===== src/rtl/btpc_pkg.sv =====
// Shared types and constants for the barometric compensation block.
package btpc_pkg;

  // Register indexes on the configuration port (paddr[4:3]).
  localparam logic [1:0] REG_TEMP    = 2'd0;
  localparam logic [1:0] REG_PRESS_A = 2'd1;
  localparam logic [1:0] REG_PRESS_B = 2'd2;
  localparam logic [1:0] REG_PRESS_C = 2'd3;

  localparam int FRONT_STAGES = 11;
  localparam int DIV_STAGES   = 64;
  localparam int FIFO_DEPTH   = 4;
  // Accepting edge to the edge that samples the result strobe.
  localparam int PIPE_LATENCY = 82;

  localparam logic [20:0]        P_BASE     = 21'd1048576;
  localparam logic signed [31:0] T_ROUND    = 32'sd128;
  localparam logic signed [31:0] T_FINE_OFS = 32'sd128000;
  localparam logic signed [54:0] P_BIAS     = 55'sh800000000000;
  localparam logic signed [12:0] NUM_SCALE  = 13'sd3125;

  typedef struct packed {
    logic        [15:0] t1;
    logic signed [15:0] t2;
    logic signed [15:0] t3;
    logic        [15:0] p1;
    logic signed [15:0] p2;
    logic signed [15:0] p3;
    logic signed [15:0] p4;
    logic signed [15:0] p5;
    logic signed [15:0] p6;
    logic signed [15:0] p7;
    logic signed [15:0] p8;
    logic signed [15:0] p9;
  } cal_t;

  // One classified item waiting for the divider.
  typedef struct packed {
    logic [31:0] tfine;
    logic [26:0] tcent;
    logic [63:0] num_mag;
    logic [30:0] den_mag;
    logic        q_neg;
    logic        p_ok;
  } item_t;

  typedef struct packed {
    logic full;
    logic empty;
  } q_stat_t;

endpackage


===== src/rtl/btpc_fifo.sv =====
// Short item queue between the front pipeline and the divider.
module btpc_fifo import btpc_pkg::*; (
  input  logic    clk,
  input  logic    rst_n,
  input  logic    push,
  input  item_t   din,
  input  logic    pop,
  output item_t   dout,
  output q_stat_t stat
);

  localparam int PW = $clog2(FIFO_DEPTH);
  localparam int CW = $clog2(FIFO_DEPTH + 1);

  item_t          mem_r [FIFO_DEPTH];
  logic [PW-1:0]  wptr_r, wptr_nxt, rptr_r, rptr_nxt;
  logic [CW-1:0]  cnt_r, cnt_nxt;

  assign wptr_nxt = push ? PW'(wptr_r + 1'b1) : wptr_r;
  assign rptr_nxt = pop  ? PW'(rptr_r + 1'b1) : rptr_r;
  assign cnt_nxt  = CW'(cnt_r + CW'(push) - CW'(pop));

  always_ff @(posedge clk) begin
    if (!rst_n) begin
      wptr_r <= '0;
      rptr_r <= '0;
      cnt_r  <= '0;
    end else begin
      wptr_r <= wptr_nxt;
      rptr_r <= rptr_nxt;
      cnt_r  <= cnt_nxt;
    end
  end

  always_ff @(posedge clk) begin
    if (push) begin
      mem_r[wptr_r] <= din;
    end
  end

  assign dout       = mem_r[rptr_r];
  assign stat.full  = (cnt_r == CW'(FIFO_DEPTH));
  assign stat.empty = (cnt_r == '0);

endmodule


===== config.mk =====
export PLATFORM = sky130hd
export DESIGN_NAME = btpc_fifo
export DESIGN_NICKNAME = d
export VERILOG_FILES = /design/src/rtl/btpc_pkg.sv /design/src/rtl/btpc_fifo.sv
export SDC_FILE = /design/constraint.sdc
export NUM_CORES = 1
export LEC_CHECK = 0
export ABC_AREA = 1
export BUFFER_PORTS_ARGS = -buffer_cell sky130_fd_sc_hd__clkbuf_2
export CORE_MARGIN = 2
export CORE_UTILIZATION = 59
export DETAILED_ROUTE_END_ITERATION = 16
export GPL_ROUTABILITY_DRIVEN = 1
export PLACE_DENSITY = 0.9
export SLEW_MARGIN = 5
export SYNTH_ARGS = -nofsm -noshare
export SYNTH_HDL_FRONTEND = slang
export SYNTH_SLANG_ARGS = --single-unit

===== constraint.sdc =====
create_clock -name clk -period 7.7 [get_ports clk]
set_input_delay 1.54 -clock clk [delete_from_list [all_inputs] [get_ports clk]]
set_output_delay 1.54 -clock clk [all_outputs]
set_load 0.005 [all_outputs]

# Yosys cells after proc, flatten, opt, wreduce, memory -nomap -nowiden
# Memories as Yosys holds them, arrays and structs flattened. A register that Yosys moved wholly into a read port is not among the register bits.
# Index checks and enable logic that the tools add are counted.
# totals
register_bits	7
mem_bits_rw	624
inputBits	160
out_inout_bits	158
elab_cells	14
memories	1
# op_classes
n_addsub	4
eq_ne	1
n_mux	4
n_reduce_logical	1
# memory_table
name	depth	width	rd	rd_clocked_by_memory_dff	write_ports	line	source
mem_r	4	156	1	1	1	btpc_fifo.sv:15	item_t mem_r [FIFO_DEPTH];
# ops
cell	count
2-bit by 1-bit adder with 2-bit output, second input constant	2
2-bit 2-to-1 mux	2
3-bit by 1-bit adder with 3-bit output	1
3-bit == test, second input constant	1
3-bit zero test	1
3-bit by 1-bit subtractor with 3-bit output	1
1-bit 2-to-1 mux	2

# Depth between registers and ports, before layout
# Gate-level depths: netlist of the first run.
# logic_depth
depth_word	3
ltp_mapped	8
ltp_nobuf	8

# Least setup slack after synthesis of the first run
# OpenSTA, ideal clock, no wires.
# synth_path
path_type	input -> register
from	input port push
to	memory mem_r[0][0] (netlist bit) (enable)
setup_ns	0.508
t_arrival_ns	4.574
required_time_ns	7.192
setup_slack_ns	2.618
path_stages	2
n_path_buf	0
cell_sequence	nand2_1 > inv_1
# synth_via
elab_chain_len	2
# synth_rtl
item	line	source
start: declaration	btpc_fifo.sv:5	input logic push,
1-bit 2-to-1 mux	btpc_fifo.sv:36	if (push) begin
1-bit 2-to-1 mux (not written as such)	btpc_fifo.sv:37	mem_r[wptr_r] <= din;
end: declaration	btpc_fifo.sv:15	
# No other way between the ends.

==> reports/summary.md, run 1 <==
• number of cells on the worst reg-to-reg path: 5
• HP Class: flop to flop
• Final HPWL DP: 29800 um
• total negative slack for setup checks: 0 ns
• # Post-CTS Setup Buffers: 0
• count of vias placed by the detailed router: 15.3k
• headroom to the max-slew limit: 17.2%
• cts repair resizes: 0
• Worst Setup Path Type: flop to output port
• number of DRC markers after the initial detailed-route iteration: 1504
• clock slew seen by the registers of the worst setup and hold paths: 0.06 ns
• maximum number of pins on one net before global-route repair: 284
• post-route fraction of the period consumed by the critical path: 59.7%
• RSZ-0062 raised after global routing: false
• sequential fraction of the synthesis area: 76.4%
• setup clock skew after layout: 0.0221 ns
• Hold Path Origin: rptr_r[1]
• number of antenna violations at the first check in global routing: 3
• yosys warns: 0
• Clock Path Buffers: 3
• measured slew at the worst slew-check pin: 1.24 ns
• global-route wire length before repair: 79100 um
• number of violations of the max-capacitance limit: 0
• GRT Resource Usage Total: 23.4%
• clock tree root driver cell: sky130_fd_sc_hd__clkbuf_16
• synthesized area per cell: 13.2 um2
• static leakage: 0.0112 uW
• worst endpoint required time: 6.16 ns
• highest net fanout along the worst path: 90
• number of placed I/O pins: 318
• width of the die: 209 um
• starting density of the core: 59.4%
• maximum resistive drop on vdd: 0.273 mV
• area share of the largest cell type after synthesis: 75.7%
• Final GP Congestion: 0.777
• DRC violations left: 0
• cell depth of the worst hold path: 2
• first-pass iteration count of the detailed router: 5
• die area: 43600 um2
• top cells by area in the synthesized netlist: sky130_fd_sc_hd__edfxtp_1, sky130_fd_sc_hd__inv_1, sky130_fd_sc_hd__nand2_1, sky130_fd_sc_hd__o211ai_1, sky130_fd_sc_hd__a21oi_1
• number of global-route vias before repair: 15.2k
• sinks on the clock net: 633
• netlist area before placement: 24700 um2
• port buffer count: 317
• GRT overflow: 0
• hold-fix buffers at CTS: 0
• setup slack of the worst register-to-register path: 5.02 ns
• count of final hold-check violations: 0
• cell area power density: 261 nW/um2
• Power Total: 7440 uW
• share of post-route cells with drive strength above 1: 18.7%
• routed wire length: 51400 um
• Core Rows: 75
• total clock buffers created by CTS: 58
• Via density: 5.54
• post-synthesis register bit count: 633
• placeable core region: 41700 um2
• count of unique library cells instantiated by Yosys: 16
• number of nets at the end of the flow: 2327
• dominant cell type by area after synthesis: sky130_fd_sc_hd__edfxtp_1
• reg2reg start: wptr_r[1]
• data arrival time of the critical path: 3.06 ns
• Gate Count Post-Synth: 1875
• Fmax: 217 MHz
• final antenna-violating net count: 0
• endpoint of the worst register-to-register path: mem_r[1][86]
• relative area change from synthesis to final layout: 15.4%
• number of max-slew violations in the final report: 0
• crit path launch type: flop
• total of endpoints with negative setup slack in the final report: 0
• htree depth: 2
• final worst path period need: 4.60 ns
• status: completed
• die boundary height: 209 um
• insertion delay of the later-clocked pin in the worst-skew pair: 0.61 ns
• nets in the synthesized netlist: 2042
• Worst setup EP type: output port
• clock tree from TritonCTS: yes
• WL/cell: 18.7 um
## cells by family (layout without fill, tap and decap cells)
family	count (synthesis)	in the layout	share of synthesized area (%)
DFF	633	633	76.4
buffers and inverters	431	766	6.98
adders and majority gates	7	7	0.384
and+or+nand+nor	326	326	4.95
other	0	4	0
AOI/OAI and AO/OA	478	478	11.2
## registers in the layout, summed over array words and instances, names as in the netlist, named ones only
signal	count
wptr_r	2
cnt_r	3
rptr_r	2
mem_r	624
## worst max-delay path: stages (launching register included)
cell	delay, ns
sky130_fd_sc_hd__dfxtp_4	0.91
sky130_fd_sc_hd__buf_4	0.86
sky130_fd_sc_hd__o211ai_1	0.28
sky130_fd_sc_hd__nand2_1	0.20
sky130_fd_sc_hd__clkbuf_2	0.14
## cell usage in the layout, fill, tap and decap left out, types with 4 or more instances in the layout
cell type	n
sky130_fd_sc_hd__clkbuf_16	59
sky130_fd_sc_hd__a21oi_1	162
sky130_fd_sc_hd__clkinv_2	7
sky130_fd_sc_hd__buf_4	9
sky130_fd_sc_hd__dfxtp_1	7
sky130_fd_sc_hd__ha_1	6
sky130_fd_sc_hd__clkinv_1	20
sky130_fd_sc_hd__o21ai_0	160
sky130_fd_sc_hd__clkbuf_2	317
sky130_fd_sc_hd__clkbuf_1	11
sky130_fd_sc_hd__diode_2	4
sky130_fd_sc_hd__inv_1	323
sky130_fd_sc_hd__nand2_1	322
sky130_fd_sc_hd__edfxtp_1	624
sky130_fd_sc_hd__o211ai_1	156
sky130_fd_sc_hd__bufinv_16	6
sky130_fd_sc_hd__inv_6	5
## per-stage QoR
step                      cell area [um2]  hold slack (ns)  setup WS (ns)  std cells  util, %
after CTS                           28500            0.474           3.10       2749     68.5
after global placement              26700            0.438           3.83       2639     64.0
after floorplan                     24800            0.436           2.62       1875        -
final                               28600            0.461           3.10       2753     68.5
after detailed placement            26700            0.464           3.79       2639     64.0
after global routing                28500            0.491           2.94       2751     68.5
## power breakdown
part           switching [uW]  internal (uW)
Combinational             426            211
Clock                    1210           1610
Sequential               43.1           3940
Total                    1680           5760
## cell usage after synthesis
cell type and number:
sky130_fd_sc_hd__a21oi_1 162, sky130_fd_sc_hd__o21ai_0 160, sky130_fd_sc_hd__buf_1 1, sky130_fd_sc_hd__o211ai_1 156, sky130_fd_sc_hd__fa_1 1, sky130_fd_sc_hd__buf_2 82, sky130_fd_sc_hd__nand3_1 1, sky130_fd_sc_hd__clkbuf_1 19
sky130_fd_sc_hd__edfxtp_1 624, sky130_fd_sc_hd__nor3_1 1, sky130_fd_sc_hd__inv_1 327, sky130_fd_sc_hd__nor2_1 2, sky130_fd_sc_hd__nand2_1 322, sky130_fd_sc_hd__dfxtp_1 9, sky130_fd_sc_hd__ha_1 6, sky130_fd_sc_hd__buf_4 2
## layer usage
metal  up-vias  GRT usage [%]  share of wire (%)
met2       635           41.7                 52
met3        99           5.53                8.2
met4         0           9.01                3.1
li1       7123              -                  -
met5         -              0                  0
met1      7404           27.5                 37
## final cells by class
type / instances / area [um2]
diodes: 4 / 10.0
clock buffers: 70 / 1520
clock inverters: 40 / 360
fillers: 2619 / 13100
inverters: 327 / 1250
multi-input cells: 811 / 4100
flip-flops and latches: 633 / 18900
well taps: 539 / 674
repair buffers: 329 / 1710
## worst max-delay path by stage
stage / slack [ns] / cells past startpoint / endpoint
2_1_floorplan: 2.62 / 2 / mem_r[0][0]
3_3_place_gp: 3.83 / 4 / mem_r[1][79]
3_5_place_dp: 3.79 / 4 / dout[101]
4_1_cts: 3.10 / 4 / dout[101]
5_1_grt: 2.94 / 5 / dout[98]
6_report: 3.10 / 4 / dout[101]
No activity file was read; power rests on OpenSTA's default activity.
==> run 2: changes to the inputs <==
--- a/config.mk
+++ b/config.mk
@@ -8,10 +8,10 @@
 export ABC_AREA = 1
 export BUFFER_PORTS_ARGS = -buffer_cell sky130_fd_sc_hd__clkbuf_2
 export CORE_MARGIN = 2
-export CORE_UTILIZATION = 59
+export CORE_UTILIZATION = 52
 export DETAILED_ROUTE_END_ITERATION = 16
 export GPL_ROUTABILITY_DRIVEN = 1
-export PLACE_DENSITY = 0.9
+export PLACE_DENSITY = 0.85
 export SLEW_MARGIN = 5
 export SYNTH_ARGS = -nofsm -noshare
 export SYNTH_HDL_FRONTEND = slang
==> constraint.sdc (replaced) <==
create_clock -name clk -period 3.76 [get_ports clk]
set_input_delay 0.752 -clock clk [delete_from_list [all_inputs] [get_ports clk]]
set_output_delay 0.752 -clock clk [all_outputs]
set_load 0.005 [all_outputs]
==> reports/summary.md, run 2 (synthesis gave the netlist of run 1 again) <==
• cts repair resizes: 0
• total negative slack for setup checks: 0 ns
• Worst setup EP type: output port
• final antenna-violating net count: 0
• worst endpoint required time: 3.01 ns
• Final HPWL DP: 30500 um
• clock tree from TritonCTS: yes
• Fmax: 341 MHz
• Core Rows: 79
• commonest cells after routing, fill and taps aside: sky130_fd_sc_hd__edfxtp_1, sky130_fd_sc_hd__inv_1, sky130_fd_sc_hd__nand2_1
• number of standard cells in the final layout excluding fillers: 2831
• family with the most delay on the worst path: buffers and inverters
• maximum resistive drop on vdd: 0.491 mV
• setup clock skew after layout: 0.0197 ns
• routed wire length: 50400 um
• endpoint of the worst register-to-register path: mem_r[1][103]
• sinks on the clock net: 633
• first-pass iteration count of the detailed router: 5
• clock slew seen by the registers of the worst setup and hold paths: 0.06 ns
• maximum cell stage delay along the critical path: 0.45 ns
• final worst path period need: 2.93 ns
• width of the die: 222 um
• number of flip-flops under the largest register name: 624
• maximum number of pins on one net before global-route repair: 157
• number of cells on the worst reg-to-reg path: 5
• measured slew at the worst slew-check pin: 1.02 ns
• largest registers: mem_r: 624 flops, cnt_r: 3 flops
• port buffer count: 317
• Final GP Congestion: 0.782
• number of global-route vias before repair: 15.0k
• placed cell count: 2727
• HP Class: input port to flop
• static leakage: 0.0113 uW
• htree depth: 2
• number of antenna violations at the first check in global routing: 5
• starting density of the core: 52.9%
• total clock buffers created by CTS: 61
• share of post-route cells with drive strength above 1: 19.5%
• sequence of cells on the critical path: buf_12 -> a21oi_1 -> o21ai_0 -> nand2_1 -> clkbuf_2
• hold-fix buffers at CTS: 0
• count of final hold-check violations: 0
• crit path launch type: flop
• reg2reg start: wptr_r[1]
• relative area change from synthesis to final layout: 17.0%
• # Post-CTS Setup Buffers: 0
• DRC violations left: 0
• global-route wire length before repair: 78400 um
• clock tree root driver cell: sky130_fd_sc_hd__clkbuf_16
• Via density: 5.28
• WL/cell: 17.8 um
• most common cell after layout, fill and taps aside: sky130_fd_sc_hd__edfxtp_1
• RSZ-0062 raised after global routing: false
• most flop-heavy register: mem_r
• post-route fraction of the period consumed by the critical path: 78.0%
• headroom to the max-slew limit: 31.7%
• GRT Resource Usage Total: 20.2%
• Clock Path Buffers: 3
• buffers and inverters on the worst path: 2
• GRT overflow: 0
• slowest cell on the critical path: sky130_fd_sc_hd__dfxtp_4
• status: completed
• insertion delay of the later-clocked pin in the worst-skew pair: 0.60 ns
• die boundary height: 222 um
• number of DRC markers after the initial detailed-route iteration: 1201
• placeable core region: 46800 um2
• Hold Path Origin: din[60]
• count of vias placed by the detailed router: 15.0k
• number of placed I/O pins: 318
• highest net fanout along the worst path: 150
• number of max-slew violations in the final report: 0
• die area: 49400 um2
• cell depth of the worst hold path: 1
• number of violations of the max-capacitance limit: 0
• end point of the most critical hold path: mem_r[2][60]
• cell area power density: 525 nW/um2
• Worst Setup Path Type: flop to output port
• total of endpoints with negative setup slack in the final report: 0
• setup slack of the worst register-to-register path: 1.49 ns
• data arrival time of the critical path: 2.18 ns
• number of nets at the end of the flow: 2350
==> run 2: how the worst max path moves through the flow <==
stage	depth (start not counted)	endpoint
floorplan	2	mem_r[0][0]
detailed placement	4	mem_r[1][121]
global placement	4	mem_r[1][120]
global route	5	dout[104]
finish	5	dout[107]
CTS	5	dout[107]
==> run 2: metrics by stage <==
stage / setup slack [ns] / cell area (um2) / power, uW / hold slack, ns / util, %
after global routing: 0.670 / 29000 / 15800 / 0.323 / 61.9
after detailed placement: 1.13 / 27100 / 9650 / 0.478 / 58.0
after CTS: 0.760 / 29000 / 15300 / 0.314 / 61.9
final: 0.826 / 29000 / 15200 / 0.354 / 61.9
after floorplan: 0.223 / 24800 / 9000 / 0.436 / -
after global placement: 1.18 / 27100 / 9570 / 0.448 / 58.0
==> run 2: final cells by class <==
| cell class | instances | area [um2] |
|---|---|---|
| fillers | 3327 | 17800 |
| clock inverters | 23 | 231 |
| repair buffers | 349 | 2080 |
| multi-input cells | 811 | 4100 |
| inverters | 327 | 1240 |
| well taps | 607 | 759 |
| flip-flops and latches | 633 | 18900 |
| clock buffers | 79 | 1620 |
| diodes | 2 | 5.00 |
==> run 2: power by group <==
part	switching, uW	internal, uW
registers	76.6	8070
logic	879	477
clock network	2430	3270
==> run 2: layer usage <==
metal	global-route usage [%]	vias up	share of wire (%)
li1	-	7159	-
met1	23.9	7176	38
met2	35.5	498	52
met3	5.91	115	7.9
met4	6.50	6	2.8
met5	0	-	0.079
